## src/hdl/priority_load_shedder_assert.svh

```systemverilog
// Assertion macros for the priority load shedder.
`ifndef PRIORITY_LOAD_SHEDDER_ASSERT_SVH
`define PRIORITY_LOAD_SHEDDER_ASSERT_SVH

// same-cycle implication
`define PLS_ASSERT_IMP(label, clk, rst, ante, cons, msg) \
   label: assert property (@(posedge clk) disable iff (rst) (ante) |-> (cons)) \
      else $error(msg);

// next-cycle implication
`define PLS_ASSERT_NEXT(label, clk, rst, ante, cons, msg) \
   label: assert property (@(posedge clk) disable iff (rst) (ante) |=> (cons)) \
      else $error(msg);

`endif

```

## src/hdl/pls_pkg.sv

```systemverilog
// Shared types and constants of the priority load shedder.
package pls_pkg;

   localparam int POWER_W  = 16;
   localparam int PRIO_W   = 8;
   localparam int TOTAL_W  = POWER_W + 1;
   localparam int STATUS_W = 2;
   localparam int LIDX_W   = 5;
   localparam int MASK_W   = 32;
   localparam int COUNT_W  = 6;

   localparam logic [STATUS_W-1:0] ST_DONE    = 2'd0;
   localparam logic [STATUS_W-1:0] ST_FULL    = 2'd1;
   localparam logic [STATUS_W-1:0] ST_REFUSED = 2'd2;
   localparam logic [STATUS_W-1:0] ST_RANGE   = 2'd3;

   localparam logic OP_INSERT = 1'b0;
   localparam logic OP_TOGGLE = 1'b1;

   typedef struct packed {
      logic [TOTAL_W-1:0] acc;
      logic [POWER_W-1:0] operand;
      logic               sub;
   } alu_req_type;

   typedef struct packed {
      logic [TOTAL_W-1:0] result;
      logic               over;
   } alu_rsp_type;

endpackage

```

## src/hdl/pls_alu.sv

```systemverilog
// Shared power accumulator: add or subtract one load and compare against the limit.
module pls_alu (
   input  pls_pkg::alu_req_type          alu_req,
   input  logic [pls_pkg::POWER_W-1:0]   limit,
   output pls_pkg::alu_rsp_type          alu_rsp
);

   logic [pls_pkg::TOTAL_W-1:0] operand_ext;
   logic [pls_pkg::TOTAL_W-1:0] limit_ext;
   logic [pls_pkg::TOTAL_W-1:0] result;

   assign operand_ext = {1'b0, alu_req.operand};
   assign limit_ext   = {1'b0, limit};
   assign result      = alu_req.sub ? (alu_req.acc - operand_ext)
                                    : (alu_req.acc + operand_ext);

   assign alu_rsp.result = result;
   assign alu_rsp.over   = (result > limit_ext);

endmodule

```

## src/hdl/priority_load_shedder.sv

```systemverilog
// Priority load shedder top level: load table, sequencer and result register.
//
// Keeps up to MAX_LOADS loads sorted by priority (high first), then power (low
// first), in a table memory with one write port and one registered read port.
// Each request transaction is processed alone; ready is high only while the
// sequencer is idle, and one response transaction follows each request. All
// power sums and limit compares go through one shared adder, one table entry
// per step, so the memory read latency sets the pace. A full-table insert or
// an out of range toggle goes straight to the response. An insert examines
// entries from the last one towards the top of the table, moving each entry
// that ranks behind the new load down by one, and writes the new load into the
// gap. A toggle is refused when the load alone exceeds the limit; otherwise the
// load is flipped, and if the total then exceeds the limit, a shed pass turns
// off other loads from the last entry upwards until the total fits, and a
// restore pass from the top retries each shed load and turns it back on where
// it fits. Once the response register is loaded the sequencer is idle again;
// the result sits there, so the next request is taken while a response waits.
`include "priority_load_shedder_assert.svh"

module priority_load_shedder #(
   parameter int MAX_LOADS = 32
) (
   input  logic                            clock,
   input  logic                            reset,
   input  logic                            req_valid,
   output logic                            req_ready,
   input  logic                            req_opcode,
   input  logic [pls_pkg::LIDX_W-1:0]      req_load_index,
   input  logic [pls_pkg::POWER_W-1:0]     req_load_power,
   input  logic [pls_pkg::PRIO_W-1:0]      req_load_priority,
   output logic                            rsp_valid,
   input  logic                            rsp_ready,
   output logic [pls_pkg::STATUS_W-1:0]    rsp_status,
   output logic [pls_pkg::POWER_W-1:0]     rsp_used_power,
   output logic [pls_pkg::MASK_W-1:0]      rsp_on_mask,
   output logic [pls_pkg::COUNT_W-1:0]     rsp_load_count,
   input  logic                            csr_wr_en,
   input  logic [pls_pkg::POWER_W-1:0]     csr_wr_data
);

   localparam int CW   = $clog2(MAX_LOADS + 1);
   localparam int AW   = (MAX_LOADS > 1) ? $clog2(MAX_LOADS) : 1;
   localparam int CMPW = (CW > pls_pkg::LIDX_W) ? CW : pls_pkg::LIDX_W;
   localparam int EW   = pls_pkg::PRIO_W + pls_pkg::POWER_W;
   localparam int PW   = pls_pkg::POWER_W;
   localparam int TW   = pls_pkg::TOTAL_W;

   localparam logic [3:0] S_IDLE      = 4'd0;
   localparam logic [3:0] S_INS_RD    = 4'd1;
   localparam logic [3:0] S_INS_EX    = 4'd2;
   localparam logic [3:0] S_INS_PUT   = 4'd3;
   localparam logic [3:0] S_TOG_RD    = 4'd4;
   localparam logic [3:0] S_TOG_CHK   = 4'd5;
   localparam logic [3:0] S_TOG_FLIP  = 4'd6;
   localparam logic [3:0] S_SHED_NEXT = 4'd7;
   localparam logic [3:0] S_SHED_RD   = 4'd8;
   localparam logic [3:0] S_SHED_EX   = 4'd9;
   localparam logic [3:0] S_REST_NEXT = 4'd10;
   localparam logic [3:0] S_REST_RD   = 4'd11;
   localparam logic [3:0] S_REST_EX   = 4'd12;
   localparam logic [3:0] S_DONE      = 4'd13;

   logic [3:0]                     state_ff, state_in;
   logic [PW-1:0]                  max_power_ff, max_power_in;
   logic [CW-1:0]                  count_ff, count_in;
   logic [TW-1:0]                  total_ff, total_in;
   logic [MAX_LOADS-1:0]           on_ff, on_in;
   logic [MAX_LOADS-1:0]           shed_ff, shed_in;
   logic [CW-1:0]                  ptr_ff, ptr_in;
   logic [AW-1:0]                  addr_ff, addr_in;
   logic [AW-1:0]                  idx_ff, idx_in;
   logic                           op_ff, op_in;
   logic [PW-1:0]                  new_power_ff, new_power_in;
   logic [pls_pkg::PRIO_W-1:0]     new_prio_ff, new_prio_in;
   logic [pls_pkg::STATUS_W-1:0]   status_ff, status_in;
   logic [EW-1:0]                  rd_data_ff;

   logic                           rsp_valid_ff, rsp_valid_in;
   logic [pls_pkg::STATUS_W-1:0]   rsp_status_ff, rsp_status_in;
   logic [PW-1:0]                  rsp_power_ff, rsp_power_in;
   logic [pls_pkg::MASK_W-1:0]     rsp_mask_ff, rsp_mask_in;
   logic [pls_pkg::COUNT_W-1:0]    rsp_count_ff, rsp_count_in;

   logic [EW-1:0]                  table_mem [MAX_LOADS];
   logic                           mem_we;
   logic [AW-1:0]                  mem_waddr;
   logic [EW-1:0]                  mem_wdata;

   pls_pkg::alu_req_type           alu_req;
   pls_pkg::alu_rsp_type           alu_rsp;

   logic [CW-1:0]                  ptr_m1;
   logic [CW-1:0]                  ptr_m2;
   logic [CMPW-1:0]                idx_wide;
   logic                           idx_ok;
   logic [PW-1:0]                  rd_power;
   logic [pls_pkg::PRIO_W-1:0]     rd_prio;
   logic                           rank_ahead;
   logic                           load_rsp;
   logic [pls_pkg::MASK_W-1:0]     mask_now;
   logic [TW-1:0]                  limit_ext;

   assign ptr_m1     = ptr_ff - CW'(1);
   assign ptr_m2     = ptr_ff - CW'(2);
   assign idx_wide   = CMPW'(req_load_index);
   assign idx_ok     = (idx_wide < CMPW'(count_ff));
   assign rd_power   = rd_data_ff[PW-1:0];
   assign rd_prio    = rd_data_ff[EW-1:PW];
   assign rank_ahead = (rd_prio > new_prio_ff) ||
                       ((rd_prio == new_prio_ff) && (rd_power <= new_power_ff));
   assign limit_ext  = {1'b0, max_power_ff};

   genvar b;
   generate
      for (b = 0; b < pls_pkg::MASK_W; b++) begin : g_mask
         if (b < MAX_LOADS) begin : g_on
            assign mask_now[b] = on_ff[b];
         end else begin : g_off
            assign mask_now[b] = 1'b0;
         end
      end
   endgenerate

   pls_alu u_alu (
      .alu_req (alu_req),
      .limit   (max_power_ff),
      .alu_rsp (alu_rsp)
   );

   assign req_ready      = (state_ff == S_IDLE);
   assign rsp_valid      = rsp_valid_ff;
   assign rsp_status     = rsp_status_ff;
   assign rsp_used_power = rsp_power_ff;
   assign rsp_on_mask    = rsp_mask_ff;
   assign rsp_load_count = rsp_count_ff;

   assign load_rsp = (state_ff == S_DONE) && (!rsp_valid_ff || rsp_ready);

   always_comb begin
      max_power_in = csr_wr_en ? csr_wr_data : max_power_ff;
      state_in     = state_ff;
      count_in     = count_ff;
      total_in     = total_ff;
      on_in        = on_ff;
      shed_in      = shed_ff;
      ptr_in       = ptr_ff;
      addr_in      = addr_ff;
      idx_in       = idx_ff;
      op_in        = op_ff;
      new_power_in = new_power_ff;
      new_prio_in  = new_prio_ff;
      status_in    = status_ff;
      mem_we       = 1'b0;
      mem_waddr    = ptr_ff[AW-1:0];
      mem_wdata    = rd_data_ff;
      alu_req.acc     = total_ff;
      alu_req.operand = '0;
      alu_req.sub     = 1'b0;

      case (state_ff)
         S_IDLE: begin
            if (req_valid) begin
               op_in        = req_opcode;
               new_power_in = req_load_power;
               new_prio_in  = req_load_priority;
               if (req_opcode == pls_pkg::OP_INSERT) begin
                  if (count_ff == CW'(MAX_LOADS)) begin
                     status_in = pls_pkg::ST_FULL;
                     state_in  = S_DONE;
                  end else begin
                     ptr_in = count_ff;
                     if (count_ff == '0) begin
                        state_in = S_INS_PUT;
                     end else begin
                        addr_in  = count_ff[AW-1:0] - AW'(1);
                        state_in = S_INS_RD;
                     end
                  end
               end else begin
                  if (idx_ok) begin
                     idx_in   = idx_wide[AW-1:0];
                     addr_in  = idx_wide[AW-1:0];
                     state_in = S_TOG_RD;
                  end else begin
                     status_in = pls_pkg::ST_RANGE;
                     state_in  = S_DONE;
                  end
               end
            end
         end
         S_INS_RD: begin
            state_in = S_INS_EX;
         end
         S_INS_EX: begin
            if (rank_ahead) begin
               state_in = S_INS_PUT;
            end else begin
               mem_we = 1'b1;
               on_in[ptr_ff[AW-1:0]] = on_ff[ptr_m1[AW-1:0]];
               ptr_in = ptr_m1;
               if (ptr_m1 == '0) begin
                  state_in = S_INS_PUT;
               end else begin
                  addr_in  = ptr_m2[AW-1:0];
                  state_in = S_INS_RD;
               end
            end
         end
         S_INS_PUT: begin
            mem_we    = 1'b1;
            mem_wdata = {new_prio_ff, new_power_ff};
            on_in[ptr_ff[AW-1:0]] = 1'b0;
            count_in  = count_ff + CW'(1);
            status_in = pls_pkg::ST_DONE;
            state_in  = S_DONE;
         end
         S_TOG_RD: begin
            state_in = S_TOG_CHK;
         end
         S_TOG_CHK: begin
            alu_req.acc     = '0;
            alu_req.operand = rd_power;
            if (alu_rsp.over) begin
               status_in = pls_pkg::ST_REFUSED;
               state_in  = S_DONE;
            end else begin
               state_in = S_TOG_FLIP;
            end
         end
         S_TOG_FLIP: begin
            alu_req.operand = rd_power;
            alu_req.sub     = on_ff[idx_ff];
            total_in        = alu_rsp.result;
            on_in[idx_ff]   = ~on_ff[idx_ff];
            if (alu_rsp.over) begin
               shed_in  = '0;
               ptr_in   = count_ff;
               state_in = S_SHED_NEXT;
            end else begin
               status_in = pls_pkg::ST_DONE;
               state_in  = S_DONE;
            end
         end
         S_SHED_NEXT: begin
            if ((ptr_ff == '0) || !alu_rsp.over) begin
               ptr_in   = '0;
               state_in = S_REST_NEXT;
            end else begin
               ptr_in = ptr_m1;
               if (on_ff[ptr_m1[AW-1:0]] && (ptr_m1[AW-1:0] != idx_ff)) begin
                  addr_in  = ptr_m1[AW-1:0];
                  state_in = S_SHED_RD;
               end
            end
         end
         S_SHED_RD: begin
            state_in = S_SHED_EX;
         end
         S_SHED_EX: begin
            alu_req.operand = rd_power;
            alu_req.sub     = 1'b1;
            total_in        = alu_rsp.result;
            on_in[ptr_ff[AW-1:0]]   = 1'b0;
            shed_in[ptr_ff[AW-1:0]] = 1'b1;
            state_in        = S_SHED_NEXT;
         end
         S_REST_NEXT: begin
            if (ptr_ff == count_ff) begin
               status_in = pls_pkg::ST_DONE;
               state_in  = S_DONE;
            end else if (shed_ff[ptr_ff[AW-1:0]]) begin
               addr_in  = ptr_ff[AW-1:0];
               state_in = S_REST_RD;
            end else begin
               ptr_in = ptr_ff + CW'(1);
            end
         end
         S_REST_RD: begin
            state_in = S_REST_EX;
         end
         S_REST_EX: begin
            alu_req.operand = rd_power;
            if (!alu_rsp.over) begin
               total_in = alu_rsp.result;
               on_in[ptr_ff[AW-1:0]] = 1'b1;
            end
            ptr_in   = ptr_ff + CW'(1);
            state_in = S_REST_NEXT;
         end
         S_DONE: begin
            if (load_rsp) begin
               state_in = S_IDLE;
            end
         end
         default: begin
            state_in = S_IDLE;
         end
      endcase
   end

   always_comb begin
      rsp_valid_in  = rsp_valid_ff;
      rsp_status_in = rsp_status_ff;
      rsp_power_in  = rsp_power_ff;
      rsp_mask_in   = rsp_mask_ff;
      rsp_count_in  = rsp_count_ff;
      if (rsp_valid_ff && rsp_ready) begin
         rsp_valid_in = 1'b0;
      end
      if (load_rsp) begin
         rsp_valid_in  = 1'b1;
         rsp_status_in = status_ff;
         rsp_power_in  = total_ff[TW-1] ? {PW{1'b1}} : total_ff[PW-1:0];
         rsp_mask_in   = mask_now;
         rsp_count_in  = pls_pkg::COUNT_W'(count_ff);
      end
   end

   always_ff @(posedge clock) begin
      if (reset) begin
         state_ff     <= S_IDLE;
         max_power_ff <= '0;
         count_ff     <= '0;
         total_ff     <= '0;
         on_ff        <= '0;
         shed_ff      <= '0;
         rsp_valid_ff <= 1'b0;
      end else begin
         state_ff     <= state_in;
         max_power_ff <= max_power_in;
         count_ff     <= count_in;
         total_ff     <= total_in;
         on_ff        <= on_in;
         shed_ff      <= shed_in;
         rsp_valid_ff <= rsp_valid_in;
      end
   end

   always_ff @(posedge clock) begin
      ptr_ff        <= ptr_in;
      addr_ff       <= addr_in;
      idx_ff        <= idx_in;
      op_ff         <= op_in;
      new_power_ff  <= new_power_in;
      new_prio_ff   <= new_prio_in;
      status_ff     <= status_in;
      rsp_status_ff <= rsp_status_in;
      rsp_power_ff  <= rsp_power_in;
      rsp_mask_ff   <= rsp_mask_in;
      rsp_count_ff  <= rsp_count_in;
   end

   // load table: one write port, one registered read port
   always_ff @(posedge clock) begin
      if (mem_we) begin
         table_mem[mem_waddr] <= mem_wdata;
      end
      rd_data_ff <= table_mem[addr_ff];
   end

   `PLS_ASSERT_IMP(a_count_bound, clock, reset, 1'b1, count_ff <= CW'(MAX_LOADS), "load count above capacity")
   `PLS_ASSERT_IMP(a_on_in_table, clock, reset, state_ff == S_IDLE, (on_ff >> count_ff) == '0, "load on outside the table")
   `PLS_ASSERT_IMP(a_no_underflow, clock, reset, alu_req.sub, alu_req.acc >= alu_req.operand, "power total underflow")
   `PLS_ASSERT_IMP(a_fit_after_toggle, clock, reset, (state_ff == S_DONE) && (op_ff == pls_pkg::OP_TOGGLE) && (status_ff == pls_pkg::ST_DONE), total_ff <= limit_ext, "total above limit after toggle")
   `PLS_ASSERT_NEXT(a_busy_after_accept, clock, reset, req_valid && req_ready, !req_ready, "ready held after request transaction")

endmodule
```

## config.mk

```make
export PLATFORM = sky130hd
export DESIGN_NAME = priority_load_shedder
export DESIGN_NICKNAME = d
export VERILOG_FILES = /design/src/hdl/pls_pkg.sv /design/src/hdl/pls_alu.sv /design/src/hdl/priority_load_shedder.sv
export VERILOG_INCLUDE_DIRS = /design/src /design/src/hdl
export SDC_FILE = /design/constraint.sdc
export NUM_CORES = 1
export LEC_CHECK = 0
export ABC_CLOCK_PERIOD_IN_PS = 7600
export BUFFER_PORTS_ARGS = -buffer_cell sky130_fd_sc_hd__buf_2
export CAP_MARGIN = 30
export CORE_ASPECT_RATIO = 2
export CORE_MARGIN = 4
export CORE_UTILIZATION = 45
export CTS_BUF_LIST = sky130_fd_sc_hd__clkbuf_8
export CTS_CLUSTER_DIAMETER = 200
export CTS_CLUSTER_SIZE = 30
export DETAILED_ROUTE_END_ITERATION = 6
export SLEW_MARGIN = 5
export SYNTH_ARGS = -nofsm -noshare
export SYNTH_HDL_FRONTEND = slang
export SYNTH_SLANG_ARGS = --single-unit
```

## constraint.sdc

```tcl
create_clock -name clock -period 7.6 [get_ports clock]
set_input_delay 0.76 -clock clock [delete_from_list [all_inputs] [get_ports clock]]
set_output_delay 0.76 -clock clock [all_outputs]
set_load 0.005 [all_outputs]
```

**After elaboration in Yosys (flattened, before gate mapping)**

Memory sizes are Yosys's and may differ from the RTL's. A register that Yosys moved wholly into a read port is not among the register bits.
Index checks and enable logic that the tools add are counted.

- Bits in registers: 206
- Bits in writable memories: 768
- Bits of input ports: 51
- Output and inout port bits: 58
- Word-level logic and storage cells: 187
- Memories kept: 1

Memory list:

| memory | words | width | read ports | clocked after memory_dff | write ports | line | text |
|---|---|---|---|---|---|---|---|
| table_mem | 32 | 24 | 1 | 1 | 1 | priority_load_shedder.sv:84 | `logic [EW-1:0] table_mem [MAX_LOADS];` |

- Add/sub/neg operators: 7
- $lt $le $gt $ge: 9
- Equality and inequality tests: 40
- Mux-type cells: 74
- Bitwise logic cells: 5
- Reduce and logical (&&, ||, !) cells: 34

Operators with widths:

| kind | number |
|---|---|
| 32-bit case mux with 4 select lines | 1 |
| 32-bit 2-to-1 mux | 3 |
| 32-bit bitwise mux | 2 |
| 32-bit bitwise OR | 2 |
| 32-bit case mux with 2 select lines | 1 |
| 4-bit case mux with 14 select lines | 1 |
| 5-bit 2-to-1 mux | 11 |
| 17-bit 2-to-1 mux | 3 |
| 6-bit 2-to-1 mux | 8 |
| 4-bit 2-to-1 mux | 11 |
| 6-bit case mux with 6 select lines | 1 |
| 17-bit case mux with 2 select lines | 1 |
| 32-bit bitwise AND | 1 |
| 2-bit != test, second input constant | 16 |
| 32-bit inverter | 1 |
| 4-bit == test, second input constant | 6 |
| 24-bit 2-to-1 mux | 1 |
| 2-bit 2-to-1 mux | 10 |
| 5-bit case mux with 4 select lines | 1 |
| 6-bit zero test | 3 |
| 5-bit by 6-bit < comparator with 1-bit output, second input constant | 3 |
| 17-bit by 16-bit adder with 17-bit output | 1 |
| 17-bit by 16-bit greater-than comparator with 1-bit output | 1 |
| 17-bit by 16-bit subtractor with 17-bit output | 1 |
| 41 further kinds | 79 |

**Logic depth before layout (Yosys ltp)**

- Word-level depth: 10
- Mapped depth: 30
- Gate-level depth less buffers: 27

**Hierarchy**

From an unflattened synthesis, not the netlist that was laid out.

- Cell total of the unflattened synthesis: 2661
- Area, all modules: 42981.2 sq um

By module, submodules not included:

| module | times used | cells each | area each (sq um) | sequential area each (sq um) |
|---|---|---|---|---|
| priority_load_shedder | 1 | 2455 | 41484.8 | 28647.5 |
| pls_alu | 1 | 206 | 1496.4 | 0.0 |

**Worst setup path before layout**

No wires, ideal clock.

- Path type: register to register
- From: reg idx_ff[0]
- To: reg (tool-made name)
- Library setup time: 115 ps
- Arrival time: 5565 ps
- Data required time: 7485 ps
- Path slack: 1920 ps
- Stages on the path, launching flop included: 31
- Buffers on the path: 5
- Period minus slack after synthesis: 5680 ps
- Cell sequence: edfxtp_1 -> buf_2 -> buf_4 -> mux2i_1 -> o22ai_1 -> nor4_1 -> mux2_4 -> nor2_1 -> nor2_1 -> clkbuf_1 -> nor2_1 -> a21oi_1 -> ha_1 -> nor2b_1 -> o21ai_0 -> a21boi_0 -> o21ai_0 -> o211ai_1 -> a31oi_1 -> xnor2_1 -> ha_1 -> nand2_1 -> nor4_1 -> a211oi_1 -> o21ai_0 -> a21oi_1 -> a211o_1 -> buf_2 -> buf_2 -> a21oi_1 -> nor2_1

RTL lines:

| item | line | text |
|---|---|---|
| from (decl) | priority_load_shedder.sv:71 | `logic [AW-1:0] idx_ff, idx_in;` |
| from (signal assigned) | priority_load_shedder.sv:342 | `idx_ff <= idx_in;` |

==> metrics.cfg <==
[critical_path]
cp_max_fo=10
worstSetupStartpoint=idx_ff[2]
r2r-end=status_ff[0]
end_kind=register
cp.arrival_ns=7.33
crit_slowest_cell=or3b_1
crit_type=reg2reg
path_cells=or3b_1 > o22ai_1 > nor4_1 > mux2_4 > o21ai_0 > nor2_1 > xor2_1 > ha_1 > o21ai_0 > a21boi_0 > o21ai_0 > o211ai_1 > a31oi_1 > xnor2_1 > ha_1 > nand2_1 > nor4_1 > a211oi_1 > o21ai_0 > nand2_1 > a22oi_1 > nor2_1 > a211oi_1
crit_path_max_incr_delay_ns=0.55
start_kind=register
worstSetupEndpoint=status_ff[0]
rr_startpoint=idx_ff[2]
cpMostUsedCell=o21ai_0
r2r_cells=23
required_ns=8.05
r2r_setup_slack_ns=0.72

[timing]
layout_setup_ws_ns=0.716
hold_viol_final=0
max_freq_ghz=0.145
finalCriticalPeriod_ns=6.88
tns_ns=0
finalSetupViolations=0
rsz0062_at_grt=no
tightestPinTransition_ns=1.11
slew_viol_final=0
slew_headroom_pct=26.2
skew_ns=0.0745
fin_crit_sh_pct=90.6
holdWs_ns=0.191

[clock_network]
postCtsHoldBufs=0
cts_tree=yes
clk_latency_ns=0.77
cts_sinks=998
root_buffer=clkbuf_8
cts.path.max_buffers=3
cts_resized=0
cts_buffers=39
htree_levels=2
path_clk_slew_ns=0.20
post_cts.repair.setup_buffers=0

[yosys]
syn_area_per_cell_um2=16.4
netlist-cell-type-count=74
async_flop_share_pct=0
synth_edf_count=866
synthFlopType=edfxtp_1
yosysTopAreaCell=edfxtp_1
synth_warnings=0
ys_seq_elements=998
syn_inst=2602
synth_top_area_share_pct=60.8
ys_seq_area_share_pct=67.0
syn-num-nets=2726
syn-cell-area_um2=42800
synthTopCellsByArea=edfxtp_1, mux4_2, dfxtp_1, ha_1, nor2_1

[final_layout]
layout.nets=2805
drive_gt1_share_pct=22.8
final_cells=3920
fin_area_um2=45900
regArea_um2=28600
multi_input_area_um2=13500
area_delta_synth_final_pct=7.29
fillers=7903

[placed_design]
dp.final_hpwl_mm=70.6
pre_cts_slack_ns=0.785
gp_congestion=0.915
place_area_um2=45100
dp.cells=3844
portBuffers=108

[global_routing]
grt_pass1_vias=24566
grtUsageTotal_pct=22.9
antenna_found_initial=2
grt-ovfl-total=0
grt_pass1_wl_mm=168
grt_max_degree=131

[floorplan]
dieArea_um2=100000
die_w_um=226
initial_core_util_pct=45.5
row_count=159
core_um2=94100
die_y_um=444
ios=109

[detailed_routing]
via_per_inst=6.14
first_pass_iters=7
antenna_left=0
vias=24052
drt_wl_total_mm=116
wl_per_cell_um=29.7
drtIter0Drc=2266
drc=0

[hold_path]
hold_path_depth=1
hp-class=in2reg

[status]
status=finished, final reports clean

[power_and_ir_drop]
p_leak_nw=14.9
peakVddDrop_v=0.000276
power.density_nw_per_um2=360

[flow_run]
drv_cap=0

[state kept, by name (all words and copies together) (netlist names), named ones only]
name and count:
addr_ff 5, count_ff 6, idx_ff 5, max_power_ff 16, new_power_ff 16, new_prio_ff 8
ptr_ff 6, rd_data_ff 24, rsp_load_count 6, rsp_on_mask 32, rsp_status 2, rsp_used_power 16
rsp_valid 1, shed_ff 32, state_ff 4, status_ff 2, table_mem 768, total_ff 17
[report_power, final]
| part | switching, mW | total [mW] | internal, mW |
|---|---|---|---|
| Sequential | 0.350 | 7.38 | 7.03 |
| Clock | 1.58 | 2.10 | 0.513 |
| Combinational | 4.32 | 7.05 | 2.74 |
| Total | 6.25 | 16.5 | 10.3 |
[routing by layer]
layer | wire length, um | share of wire [%] | track usage (%) | up-vias
li1 | - | - | - | 10392
met1 | 43600 | 37 | 27.8 | 12669
met2 | 63400 | 54 | 42.5 | 788
met3 | 4790 | 4.1 | 1.93 | 203
met4 | 4560 | 3.9 | 8.10 | 0
met5 | 0 | 0 | 0 | -
[cells by family (layout without fill, tap and decap cells)]
logic type                 Yosys count  after routing  synth area share, %
adders and majority gates           73             73                 2.15
buffers and inverters              221            331                 2.05
muxes                              373            373                 16.4
xor gates and xnor gates            55             55                 1.20
other                                0              1                    0
DFF                                998            998                 67.0
and+or+nand+nor                    515            515                 5.50
AOI/OAI and AO/OA                  367            367                 5.71
[stage by stage]
step | utilization, % | total power [mW]
after global placement | 48.0 | 14.4
after global routing | 48.8 | 17.5
after CTS | 48.7 | 16.6
after floorplan | - | 12.3
after detailed placement | 48.0 | 14.6
final | 48.8 | 16.5
[cell usage in the layout (no fill, tap or decap), types with 43 or more instances in the layout]
cell type | Yosys | final
ha_1 | 72 | 72
edfxtp_1 | 866 | 866
inv_1 | 62 | 91
mux2_2 | 51 | 51
nand3_1 | 43 | 43
buf_4 | 2 | 82
a21oi_1 | 102 | 102
dfxtp_1 | 132 | 132
buf_2 | 15 | 108
nor2_1 | 185 | 151
nand2_1 | 141 | 141
mux4_2 | 258 | 258
o21ai_0 | 58 | 56
mux2i_1 | 63 | 63
[layout make-up]
| class | count | area share, % |
|---|---|---|
| Timing Repair Buffer | 195 | 2.75 |
| Inverter | 64 | 0.523 |
| Clock inverter | 32 | 0.338 |
| Clock buffer | 40 | 1.20 |
| Tap cell | 1207 | 3.29 |
| Antenna cell | 1 | 0.00545 |
| Multi-Input combinational cell | 1383 | 29.5 |
| Sequential cell | 998 | 62.4 |
[synthesized netlist by cell type, drive strengths merged, types with 24 or more instances]
cell type / count
o2bb2ai: 32
a21oi: 103
nor3: 38
ha: 72
mux2i: 63
edfxtp: 866
xnor2: 30
nor2b: 24
nor2: 185
clkbuf: 109
nand2: 141
o221ai: 29
inv: 62
dfxtp: 132
nand3: 43
mux2: 52
o211ai: 27
buf: 48
mux4: 258
o21ai: 82
[worst min-delay path by stage]
stage	from	to	slack (ns)
after floorplan	status_ff[0]	rsp_status[0]	0.40
after global placement	status_ff[0]	rsp_status[0]	0.41
after detailed placement	status_ff[0]	rsp_status[0]	0.41
after CTS	req_load_power[13]	new_power_ff[13]	0.12
after global routing	req_load_power[10]	new_power_ff[10]	0.14
final	req_load_power[10]	new_power_ff[10]	0.19
[critical path: cells and delay by family (launching register included)]
family                     cells  cell delay, ns
AOI/OAI and AO/OA             11            2.98
DFF                            1            0.54
adders and majority gates      2            0.64
muxes                          1            0.35
xor gates and xnor gates       2            0.31
and+or+nand+nor                7            1.76
Note: power is estimated with default switching activity, not from simulation.
